[config.mk]
export PLATFORM = sky130hd
export DESIGN_NAME = rtu_frame_crc_append_check_core
export DESIGN_NICKNAME = d
export VERILOG_FILES = /design/src/rtl/rfc_pkg.sv /design/src/rtl/rfc_front.sv /design/src/rtl/rfc_cmd_fifo.sv /design/src/rtl/rfc_back.sv /design/src/rtl/rtu_frame_crc_append_check_core.sv
export SDC_FILE = /design/constraint.sdc
export NUM_CORES = 1
export LEC_CHECK = 0
export ABC_AREA = 1
export BUFFER_PORTS_ARGS = -buffer_cell sky130_fd_sc_hd__buf_2
export CORE_MARGIN = 2
export CORE_UTILIZATION = 60
export CTS_CLUSTER_DIAMETER = 100
export DETAILED_ROUTE_END_ITERATION = 10
export GPL_ROUTABILITY_DRIVEN = 0
export MAX_ROUTING_LAYER = met4
export PLACE_DENSITY = 0.78
export SLEW_MARGIN = 25
export SYNTH_ARGS = -nofsm -noshare
export SYNTH_HDL_FRONTEND = slang
export SYNTH_SLANG_ARGS = --single-unit
[constraint.sdc]
create_clock -name clk -period 9.1 [get_ports clk]
set_input_delay 1.365 -clock clk [delete_from_list [all_inputs] [get_ports clk]]
set_output_delay 1.365 -clock clk [all_outputs]
set_load 0.02 [all_outputs]
[src/rtl/rfc_pkg.sv]
// ----------------------------------------------------------------------------
// rfc_pkg
// Types, codes and the CRC-16 byte update for the RTU frame CRC block.
// ----------------------------------------------------------------------------
package rfc_pkg;

  localparam int unsigned CAP_W     = 9;
  localparam int unsigned REG_IDX_W = 1;
  localparam int unsigned CFG_W     = 9;

  localparam logic [REG_IDX_W-1:0] REG_DIRECTION = 1'b0;
  localparam logic [REG_IDX_W-1:0] REG_CAPACITY  = 1'b1;

  localparam logic MODE_TX = 1'b0;
  localparam logic MODE_RX = 1'b1;

  localparam logic [15:0]      CRC_PRESET    = 16'hFFFF;
  localparam logic [15:0]      CRC_POLY      = 16'hA001;
  localparam logic [CAP_W-1:0] CAPACITY_RST  = 9'd256;

  typedef enum logic [1:0] {
    ST_OK      = 2'd0,
    ST_CRC_ERR = 2'd1,
    ST_SHORT   = 2'd2,
    ST_LONG    = 2'd3
  } status_t;

  typedef enum logic [1:0] {
    CMD_ECHO   = 2'd0,
    CMD_TX_END = 2'd1,
    CMD_RX_END = 2'd2
  } cmd_kind_t;

  typedef struct packed {
    logic [7:0] data_byte;
    logic       in_last;
  } in_beat_t;

  typedef struct packed {
    logic [7:0]  out_byte;
    logic        out_last;
    status_t     status;
    logic [15:0] crc_value;
  } out_beat_t;

  typedef struct packed {
    cmd_kind_t   kind;
    logic [7:0]  data_byte;
    status_t     status;
    logic [15:0] crc;
  } cmd_t;

  function automatic logic [15:0] crc16_byte(input logic [15:0] crc_in,
                                             input logic [7:0]  b);
    logic [15:0] c;
    c = crc_in ^ {8'h00, b};
    for (int i = 0; i < 8; i++) begin
      if (c[0]) begin
        c = (c >> 1) ^ CRC_POLY;
      end else begin
        c = c >> 1;
      end
    end
    return c;
  endfunction

endpackage

[src/rtl/rfc_front.sv]
// ----------------------------------------------------------------------------
// rfc_front
// Takes frame bytes, runs the CRC, count and hold line, and issues commands.
// ----------------------------------------------------------------------------
module rfc_front #(
  parameter int unsigned MAX_FRAME = 256
) (
  input  logic                  clk,
  input  logic                  rst_n,
  input  logic                  in_push,
  input  rfc_pkg::in_beat_t     in_data,
  output logic                  in_full,
  input  logic                  cfg_mode,
  input  logic [rfc_pkg::CAP_W-1:0] cfg_capacity,
  input  logic                  fifo_full,
  output logic                  cmd_push,
  output rfc_pkg::cmd_t         cmd
);
  import rfc_pkg::*;

  localparam int unsigned CNT_W = $clog2(MAX_FRAME + 1);
  localparam int unsigned CMP_W = ((CNT_W > CAP_W) ? CNT_W : CAP_W) + 1;

  logic [15:0]      crc_r, crc_nxt;
  logic [7:0]       held_r [2];
  logic [7:0]       held_nxt [2];
  logic [CNT_W-1:0] count_r, count_nxt;

  logic             accept;
  logic [CNT_W-1:0] count_inc;
  logic [15:0]      crc_tx, crc_rx;
  logic [CMP_W-1:0] cap_ext, max_ext, cap_eff;
  logic             too_long;
  logic [15:0]      recv_crc;

  assign accept    = in_push && !fifo_full;
  assign in_full   = fifo_full;
  assign count_inc = (count_r < CNT_W'(MAX_FRAME)) ? count_r + CNT_W'(1) : CNT_W'(MAX_FRAME);

  assign crc_tx = crc16_byte(crc_r, in_data.data_byte);
  assign crc_rx = (count_r >= CNT_W'(2)) ? crc16_byte(crc_r, held_r[0]) : crc_r;

  assign cap_ext  = CMP_W'(cfg_capacity);
  assign max_ext  = CMP_W'(MAX_FRAME);
  assign cap_eff  = (cap_ext < max_ext) ? cap_ext : max_ext;
  assign too_long = (CMP_W'(count_inc) + CMP_W'(2)) > cap_eff;
  assign recv_crc = {in_data.data_byte, held_r[1]};

  always_comb begin
    crc_nxt     = crc_r;
    held_nxt[0] = held_r[0];
    held_nxt[1] = held_r[1];
    count_nxt   = count_r;
    cmd_push    = 1'b0;
    cmd.kind      = CMD_ECHO;
    cmd.data_byte = in_data.data_byte;
    cmd.status    = ST_OK;
    cmd.crc       = 16'h0000;
    if (accept) begin
      count_nxt = count_inc;
      if (cfg_mode == MODE_TX) begin
        crc_nxt  = crc_tx;
        cmd_push = 1'b1;
        if (in_data.in_last) begin
          cmd.kind   = CMD_TX_END;
          cmd.status = too_long ? ST_LONG : ST_OK;
          cmd.crc    = crc_tx;
        end
      end else begin
        crc_nxt     = crc_rx;
        held_nxt[0] = held_r[1];
        held_nxt[1] = in_data.data_byte;
        if (in_data.in_last) begin
          cmd_push      = 1'b1;
          cmd.kind      = CMD_RX_END;
          cmd.data_byte = 8'h00;
          cmd.crc       = crc_rx;
          if (count_inc < CNT_W'(4)) begin
            cmd.status = ST_SHORT;
          end else begin
            cmd.status = (crc_rx == recv_crc) ? ST_OK : ST_CRC_ERR;
          end
        end
      end
      if (in_data.in_last) begin
        crc_nxt     = CRC_PRESET;
        held_nxt[0] = 8'h00;
        held_nxt[1] = 8'h00;
        count_nxt   = '0;
      end
    end
  end

  always_ff @(posedge clk) begin
    if (!rst_n) begin
      crc_r     <= CRC_PRESET;
      held_r[0] <= 8'h00;
      held_r[1] <= 8'h00;
      count_r   <= '0;
    end else begin
      crc_r     <= crc_nxt;
      held_r[0] <= held_nxt[0];
      held_r[1] <= held_nxt[1];
      count_r   <= count_nxt;
    end
  end

endmodule

[src/rtl/rfc_cmd_fifo.sv]
// ----------------------------------------------------------------------------
// rfc_cmd_fifo
// Short command queue between the front and the back.
// ----------------------------------------------------------------------------
module rfc_cmd_fifo #(
  parameter int unsigned DEPTH = 4
) (
  input  logic          clk,
  input  logic          rst_n,
  input  logic          push,
  input  rfc_pkg::cmd_t wr_cmd,
  output logic          full,
  input  logic          pop,
  output rfc_pkg::cmd_t rd_cmd,
  output logic          empty
);
  import rfc_pkg::*;

  localparam int unsigned PTR_W = $clog2(DEPTH);
  localparam int unsigned CNT_W = $clog2(DEPTH + 1);

  cmd_t             mem [DEPTH];
  logic [PTR_W-1:0] wr_ptr_r, rd_ptr_r;
  logic [CNT_W-1:0] count_r;
  logic             do_push, do_pop;

  assign full    = (count_r == CNT_W'(DEPTH));
  assign empty   = (count_r == '0);
  assign do_push = push && !full;
  assign do_pop  = pop && !empty;
  assign rd_cmd  = mem[rd_ptr_r];

  always_ff @(posedge clk) begin
    if (do_push) begin
      mem[wr_ptr_r] <= wr_cmd;
    end
  end

  always_ff @(posedge clk) begin
    if (!rst_n) begin
      wr_ptr_r <= '0;
      rd_ptr_r <= '0;
      count_r  <= '0;
    end else begin
      if (do_push) begin
        wr_ptr_r <= (wr_ptr_r == PTR_W'(DEPTH - 1)) ? '0 : wr_ptr_r + PTR_W'(1);
      end
      if (do_pop) begin
        rd_ptr_r <= (rd_ptr_r == PTR_W'(DEPTH - 1)) ? '0 : rd_ptr_r + PTR_W'(1);
      end
      case ({do_push, do_pop})
        2'b10:   count_r <= count_r + CNT_W'(1);
        2'b01:   count_r <= count_r - CNT_W'(1);
        default: count_r <= count_r;
      endcase
    end
  end

endmodule

[src/rtl/rfc_back.sv]
// ----------------------------------------------------------------------------
// rfc_back
// Expands commands into result beats behind a one-beat output register.
// ----------------------------------------------------------------------------
module rfc_back (
  input  logic                clk,
  input  logic                rst_n,
  input  rfc_pkg::cmd_t       cmd,
  input  logic                cmd_valid,
  output logic                cmd_pop,
  output rfc_pkg::out_beat_t  out_data,
  output logic                out_empty,
  input  logic                out_pop
);
  import rfc_pkg::*;

  typedef enum logic [1:0] {
    PH_BYTE,
    PH_CRC_LO,
    PH_CRC_HI
  } phase_t;

  phase_t    phase_r, phase_nxt;
  logic      out_valid_r;
  out_beat_t out_data_r;
  out_beat_t beat;
  logic      load, final_beat;

  assign load      = cmd_valid && (!out_valid_r || out_pop);
  assign cmd_pop   = load && final_beat;
  assign out_data  = out_data_r;
  assign out_empty = !out_valid_r;

  always_comb begin
    beat.out_byte  = cmd.data_byte;
    beat.out_last  = 1'b0;
    beat.status    = ST_OK;
    beat.crc_value = 16'h0000;
    final_beat     = 1'b1;
    phase_nxt      = PH_BYTE;
    unique case (cmd.kind)
      CMD_ECHO: ;
      CMD_TX_END: begin
        unique case (phase_r)
          PH_BYTE: begin
            final_beat = 1'b0;
            phase_nxt  = PH_CRC_LO;
          end
          PH_CRC_LO: begin
            beat.out_byte = cmd.crc[7:0];
            final_beat    = 1'b0;
            phase_nxt     = PH_CRC_HI;
          end
          PH_CRC_HI: begin
            beat.out_byte  = cmd.crc[15:8];
            beat.out_last  = 1'b1;
            beat.status    = cmd.status;
            beat.crc_value = cmd.crc;
          end
          default: ;
        endcase
      end
      CMD_RX_END: begin
        beat.out_byte  = 8'h00;
        beat.out_last  = 1'b1;
        beat.status    = cmd.status;
        beat.crc_value = cmd.crc;
      end
      default: ;
    endcase
  end

  always_ff @(posedge clk) begin
    if (!rst_n) begin
      out_valid_r <= 1'b0;
      phase_r     <= PH_BYTE;
    end else if (load) begin
      out_valid_r <= 1'b1;
      out_data_r  <= beat;
      phase_r     <= phase_nxt;
    end else if (out_pop) begin
      out_valid_r <= 1'b0;
    end
  end

endmodule

[src/rtl/rtu_frame_crc_append_check_core.sv]
// ----------------------------------------------------------------------------
// rtu_frame_crc_append_check_core
// Modbus RTU CRC-16 framing: appends the CRC on transmit, checks it on receive.
// ----------------------------------------------------------------------------
//  channel  ports                          beat
//  input    in_push / in_full / in_data    one frame byte plus last marker
//  result   out_pop / out_empty / out_data echoed byte, CRC byte or rx status
//  config   cfg_we / cfg_addr / cfg_wdata  0 direction_mode, 1 frame_capacity
//
//  One input byte per cycle while in_full is low; the CRC byte update is combinational in the front.
//  A transmit frame end gives three result beats, so the result side is busy
//  longer for that byte; the command queue (CMD_DEPTH) absorbs it.
//  Receive bytes other than the last give no beat.
//  Synchronous reset; a full queue raises in_full, an unread result holds.
// ----------------------------------------------------------------------------
module rtu_frame_crc_append_check_core #(
  parameter int unsigned MAX_FRAME = 256,
  parameter int unsigned CMD_DEPTH = 4
) (
  input  logic                            clk,
  input  logic                            rst_n,
  input  logic                            in_push,
  input  rfc_pkg::in_beat_t               in_data,
  output logic                            in_full,
  output logic                            out_empty,
  input  logic                            out_pop,
  output rfc_pkg::out_beat_t              out_data,
  input  logic                            cfg_we,
  input  logic [rfc_pkg::REG_IDX_W-1:0]   cfg_addr,
  input  logic [rfc_pkg::CFG_W-1:0]       cfg_wdata
);
  import rfc_pkg::*;

  logic             mode_r;
  logic [CAP_W-1:0] capacity_r;

  logic fifo_full, fifo_empty, cmd_push, cmd_pop;
  cmd_t cmd_wr, cmd_rd;

  always_ff @(posedge clk) begin
    if (!rst_n) begin
      mode_r     <= MODE_TX;
      capacity_r <= CAPACITY_RST;
    end else if (cfg_we) begin
      unique case (cfg_addr)
        REG_DIRECTION: mode_r     <= cfg_wdata[0];
        REG_CAPACITY:  capacity_r <= cfg_wdata[CAP_W-1:0];
        default: ;
      endcase
    end
  end

  rfc_front #(.MAX_FRAME(MAX_FRAME)) u_front (
    .clk          (clk),
    .rst_n        (rst_n),
    .in_push      (in_push),
    .in_data      (in_data),
    .in_full      (in_full),
    .cfg_mode     (mode_r),
    .cfg_capacity (capacity_r),
    .fifo_full    (fifo_full),
    .cmd_push     (cmd_push),
    .cmd          (cmd_wr)
  );

  rfc_cmd_fifo #(.DEPTH(CMD_DEPTH)) u_fifo (
    .clk    (clk),
    .rst_n  (rst_n),
    .push   (cmd_push),
    .wr_cmd (cmd_wr),
    .full   (fifo_full),
    .pop    (cmd_pop),
    .rd_cmd (cmd_rd),
    .empty  (fifo_empty)
  );

  rfc_back u_back (
    .clk       (clk),
    .rst_n     (rst_n),
    .cmd       (cmd_rd),
    .cmd_valid (!fifo_empty),
    .cmd_pop   (cmd_pop),
    .out_data  (out_data),
    .out_empty (out_empty),
    .out_pop   (out_pop)
  );

endmodule

Yosys cells after proc, flatten, opt, wreduce, memory -nomap -nowiden

Memory sizes are Yosys's and may differ from the RTL's. A register that Yosys moved wholly into a read port is not among the register bits.
Index checks and enable logic that the tools add are counted.

Add/subtract/negate cells: 6
Multiply operators: 0
Div/mod/pow operators: 0
Order comparisons: 5
Eq/ne operators: 10
Shifts and indexed selects: 0
Muxes and demuxes: 58
Bitwise logic cells: 21
Reductions and logical operators: 17

Operators by type and width:

| cell                   | count |
|---|---|
| $mux W16               | 22 |
| $mux W28               | 2 |
| $pmux W27 S2           | 1 |
| $not A2 Y3             | 16 |
| $mux W18               | 2 |
| $xor A16 B8 Y16        | 2 |
| $mux W9                | 3 |
| $mux W8                | 3 |
| $mux W19               | 1 |
| $lt A9 B9 Y1 const B   | 2 |
| $eq A16 B16 Y1         | 1 |
| $mux W2                | 8 |
| $pmux W8 S2            | 1 |
| $mux W1                | 13 |
| $add A9 B2 Y10 const B | 1 |
| $eq A2 B2 Y1 const B   | 5 |
| $gt A10 B10 Y1         | 1 |
| $add A9 B1 Y9 const B  | 1 |
| $ge A9 B2 Y1 const B   | 1 |
| $lt A9 B3 Y1 const B   | 1 |
| $eq A2 B1 Y1 const B   | 3 |
| $pmux W3 S2            | 1 |
| $reduce_and A2 Y1      | 3 |
| $logic_and A1 B1 Y1    | 5 |
| 13 further kinds       | 18 |

Register bits: 72
Bits in latches: 0
Bits in writable memories: 128
Bits in read-only memories: 0
Input bits: 24
Output and inout port bits: 29
Memories: 2

Memory list:

| name           | depth | bits a word | rd ports | clocked after memory_dff | wr ports | RTL line           | source |
|---|---|---|---|---|---|---|---|
| u_fifo.mem     | 4     | 28          | 1        | 1                        | 1        | rfc_cmd_fifo.sv:22 | `cmd_t mem [DEPTH];` |
| u_front.held_r | 2     | 8           | 2        | 0                        | 2        | rfc_front.sv:25    | `logic [7:0] held_r [2];` |

Depth between registers and ports, before layout

An unclocked memory read counts as a cell.

Depth in word-level cells: 25
Mapped depth: 21
Gate-level depth less buffers: 21

Hierarchy

From an unflattened synthesis, not the netlist that was laid out.

Cells, all modules: 1,164
Area total of the unflattened synthesis: 10,014.6 um^2

Modules (own cells, without submodules):

| module                          | instances | cells an instance | area each (um^2) | seq. area each (um^2) |
|---|---|---|---|---|
| rfc_cmd_fifo                    | 1         | 341               | 4,653.2          | 3,543.4 |
| rfc_front                       | 1         | 619               | 3,518.4          | 820.8 |
| rfc_back                        | 1         | 157               | 1,476.4          | 870.8 |
| rtu_frame_crc_append_check_core | 1         | 47                | 366.6            | 200.2 |

Least setup slack after synthesis

No wires, ideal clock.

Path kind: input-to-reg
Start point: input in_push
End point: memory u_fifo.mem[0][0] in the netlist's numbering (enable)
Setup time: 0.413 ns
Data arrival time: 3.357 ns
Data required time: 8.687 ns
Slack: 5.331 ns
Stages on the path: 7
Buffers on the path: 1
Cell sequence: inv_1 -> nor2_1 -> inv_1 -> buf_2 -> nor2_1 -> nor2_1 -> nor2_1

Longest elaborated chain between the ends: 5

Ends and longest elaborated chain:

| item                          | RTL line                              | source |
|---|---|---|
| start: declaration            | rtu_frame_crc_append_check_core.sv:22 | `input logic in_push,` |
| $logic_and A1 B1 Y1           | rfc_front.sv:36                       | `assign accept = in_push && !fifo_full;` |
| $mux W1                       | rfc_front.sv:59                       | `if (accept) begin` |
| $logic_and A1 B1 Y1           | rfc_cmd_fifo.sv:29                    | `assign do_push = push && !full;` |
| $mux W1                       | rfc_cmd_fifo.sv:34                    | `if (do_push) begin` |
| $mux W1 (not written as such) | rfc_cmd_fifo.sv:35                    | `mem[wr_ptr_r] <= wr_cmd;` |
| end: declaration              | rfc_cmd_fifo.sv:22                    |  |

Every way passes these cells.

==> flow_metrics.tcl <==
set metrics [dict create \
    status "finished, final reports clean" \
    comb_power_share 0.326 \
    drt_iter0_drc 678 \
    grt_max_degree 58 \
    num_antenna_cells 0 \
    synth_nets 1166 \
    start_util 0.6174 \
    p_sw_frac 0.3532 \
    maxSlewHeadroom 0.4685 \
    vias 7817 \
    drv_cap 0 \
    ys_async_sr_fraction 0 \
    required_ns 9.48 \
    fin_hold_ws_ns 0.4776 \
    num_rows 46 \
    wl_met3_um 1383 \
    wl_per_cell_um 15.96 \
    tritoncts "yes" \
    fmax_ghz 0.2768 \
    regToRegEndpoint "u_fifo.count_r[2]" \
    regToRegSetupSlack_ns 5.49 \
    layout_common_cells "321 x nand2_1, 139 x edfxtp_1, 107 x nor2_1" \
    numCtsBuffers 21 \
    core_mm2 0.01594 \
    peakVddDrop_uv 174.4 \
    synth_seq_area_share 0.5522 \
    min_to "capacity_r[0]" \
    path_class "reg -> reg" \
    clock-sinks 202 \
    cts_resized 0 \
    finalPower_w 0.003163 \
    finalHoldViolations 0 \
    ys.warnings.count 0 \
    nets 1212 \
    reg2reg_depth 17 \
    tightest_slew_ns 0.7943 \
    pwr-share-seq 0.395 \
    drtPass1Iterations 5 \
    synth_area_per_cell_um2 8.812 \
    antenna_left 0 \
    final_max_slew_viol_count 0 \
    start_kind "flip-flop" \
    mostFrequentLayoutCell "nand2_1" \
    wl_met1_um 9466 \
    clk-insertion-delay-late_ns 0.50 \
    netSwitchingPower_w 0.001117 \
    grt_pass1_wl_um 35520 \
    clock_path_buffers 3 \
    report.final.setup_viol 0 \
    die_w_um 132.1 \
    numPortBuffers 52 \
    drc 0 \
    final.period_utilization 0.3970 \
    root_buffer "clkbuf_16" \
    cp_max_fo 57 \
    post-route-min-period_ns 3.613 \
    hold_depth 2 \
    wirelength_um 22240 \
    crit_arrival_ns 4.00 \
    syn_area_mm2 0.009843 \
    synth_edf_count 139 \
    clock_skew_ns 0.01198 \
    fin_setup_tns_ns 0 \
    p_int_w 0.002046 \
    grt_usage 0.2616 \
    powerDensity_mw_per_mm2 287.4 \
    cts_htree_levels 1 \
    ys_ff_latch 202 \
    top_layer_used "met4" \
    antenna_found_initial 0 \
    area_growth_pct 11.81 \
    grt_setup_unrepaired "false" \
    leakage_nw 4.536 \
    drive_gt1_frac 0.09932 \
    ctsHoldBuffers 0 \
    worstSetupEndpointType "flip-flop" \
    place_hpwl_um 15230 \
    clkPwrFrac 0.279 \
    met2_length_um 10630 \
    hold_path.class "reg -> reg" \
    die_height_um 132.1 \
    yosysUniqueCellTypes 41 \
    io_pins 53 \
    synth_cells 1117 \
    die-area_mm2 0.01745 \
    overflow 0 \
    synth_top_flop_cell "edfxtp_1" \
    clk_pin_slew_worst_paths_ns 0.06 \
    hp-start "capacity_r[0]" \
    grt_pass1_vias 7130 \
    via_per_inst 5.608 \
    post-cts-setup-buffers 0 \
]
==> cell families after synthesis <==
group	after synthesis	synth area share
flops	202	0.5522
fa+ha+maj	25	0.03254
compound gates	198	0.1196
buf+inv	144	0.05771
simple gates	522	0.2141
xor+xnor	26	0.02390
==> stage by stage <==
stage               setup WS [ns]  cells  cell area (um2)    util
finish                      5.487   1394            11010  0.6903
floorplan                   5.331   1117             9843       -
CTS                         5.160   1394            11010  0.6903
global route                5.157   1394            11010  0.6903
global placement            4.713   1356            10290  0.6456
detailed placement          4.659   1356            10290  0.6456
==> worst max-delay path by stage <==
| stage | endpoint | from |
|---|---|---|
| after floorplan | u_fifo.mem[0][0] | in_push |
| after global placement | u_fifo.count_r[2] | in_push |
| after detailed placement | u_fifo.count_r[2] | in_push |
| after CTS | u_fifo.count_r[2] | in_push |
| after global routing | u_fifo.count_r[2] | flip-flop |
| final | u_fifo.count_r[2] | flip-flop |
==> flip-flops by register name (all words and copies together), names as in the netlist, named ones only <==
name / count
mode_r: 1
u_back.phase_r: 2
u_back.out_valid_r: 1
u_fifo.wr_ptr_r: 2
u_front.held_r: 16
capacity_r: 9
u_front.crc_r: 16
u_fifo.rd_ptr_r: 2
u_fifo.mem: 112
u_back.out_data: 27
u_front.count_r: 9
u_fifo.count_r: 3
==> synthesized netlist by cell type (all sizes together) (3+ instances only) <==
| library cell | number | share of area |
|---|---|---|
| a22oi | 8 | 0.0061 |
| inv | 98 | 0.037 |
| xor2 | 12 | 0.011 |
| o21ai | 65 | 0.033 |
| xnor2 | 14 | 0.012 |
| ha | 24 | 0.031 |
| a21oi | 86 | 0.044 |
| o211ai | 3 | 0.0023 |
| a32o | 24 | 0.024 |
| edfxtp | 139 | 0.42 |
| clkbuf | 23 | 0.0098 |
| nand2 | 326 | 0.13 |
| clkinv | 6 | 0.0023 |
| dfxtp | 63 | 0.13 |
| nor3 | 6 | 0.0031 |
| nand3b | 5 | 0.0038 |
| buf | 17 | 0.0083 |
| nand3 | 67 | 0.035 |
| nor2 | 114 | 0.044 |
| nand4 | 3 | 0.0019 |
==> critical path, stage by stage, from the launching register on <==
cell,delay (ns)
dfxtp_2,0.31
buf_4,0.30
inv_1,0.11
buf_4,0.48
nand2_1,0.10
a32oi_1,0.28
inv_1,0.09
ha_1,0.34
o21ai_0,0.15
nand2_1,0.12
inv_1,0.16
ha_1,0.16
inv_1,0.07
fa_1,0.37
a21oi_1,0.14
o21ai_0,0.10
o21ai_0,0.15
a21oi_1,0.05
==> metal layers <==
metal  vias up  GRT usage
met5         -          -
met4         0    0.09541
met3        60    0.03076
met2       302     0.4262
met1      3603     0.3399
li1       3852          -
==> power by group through the flow <==
stage	Clock, W	Sequential, W	Combinational (W)
after floorplan	0	0.00131	0.000678
after global placement	0	0.00127	0.000998
after detailed placement	0	0.00127	0.00102
after CTS	0.000889	0.00125	0.00102
after global routing	0.000926	0.00126	0.00114
final	0.000881	0.00125	0.00103
==> layout make-up <==
cell class / instances / area, um2
inverters: 104 / 390.4
flip-flops and latches: 202 / 5436
clock inverters: 11 / 135.1
multi-input cells: 771 / 3852
repair buffers: 63 / 342.8
clock buffers: 27 / 578.1
well taps: 216 / 270.3
fillers: 1245 / 4937
Note: power is estimated with default switching activity, not from simulation.
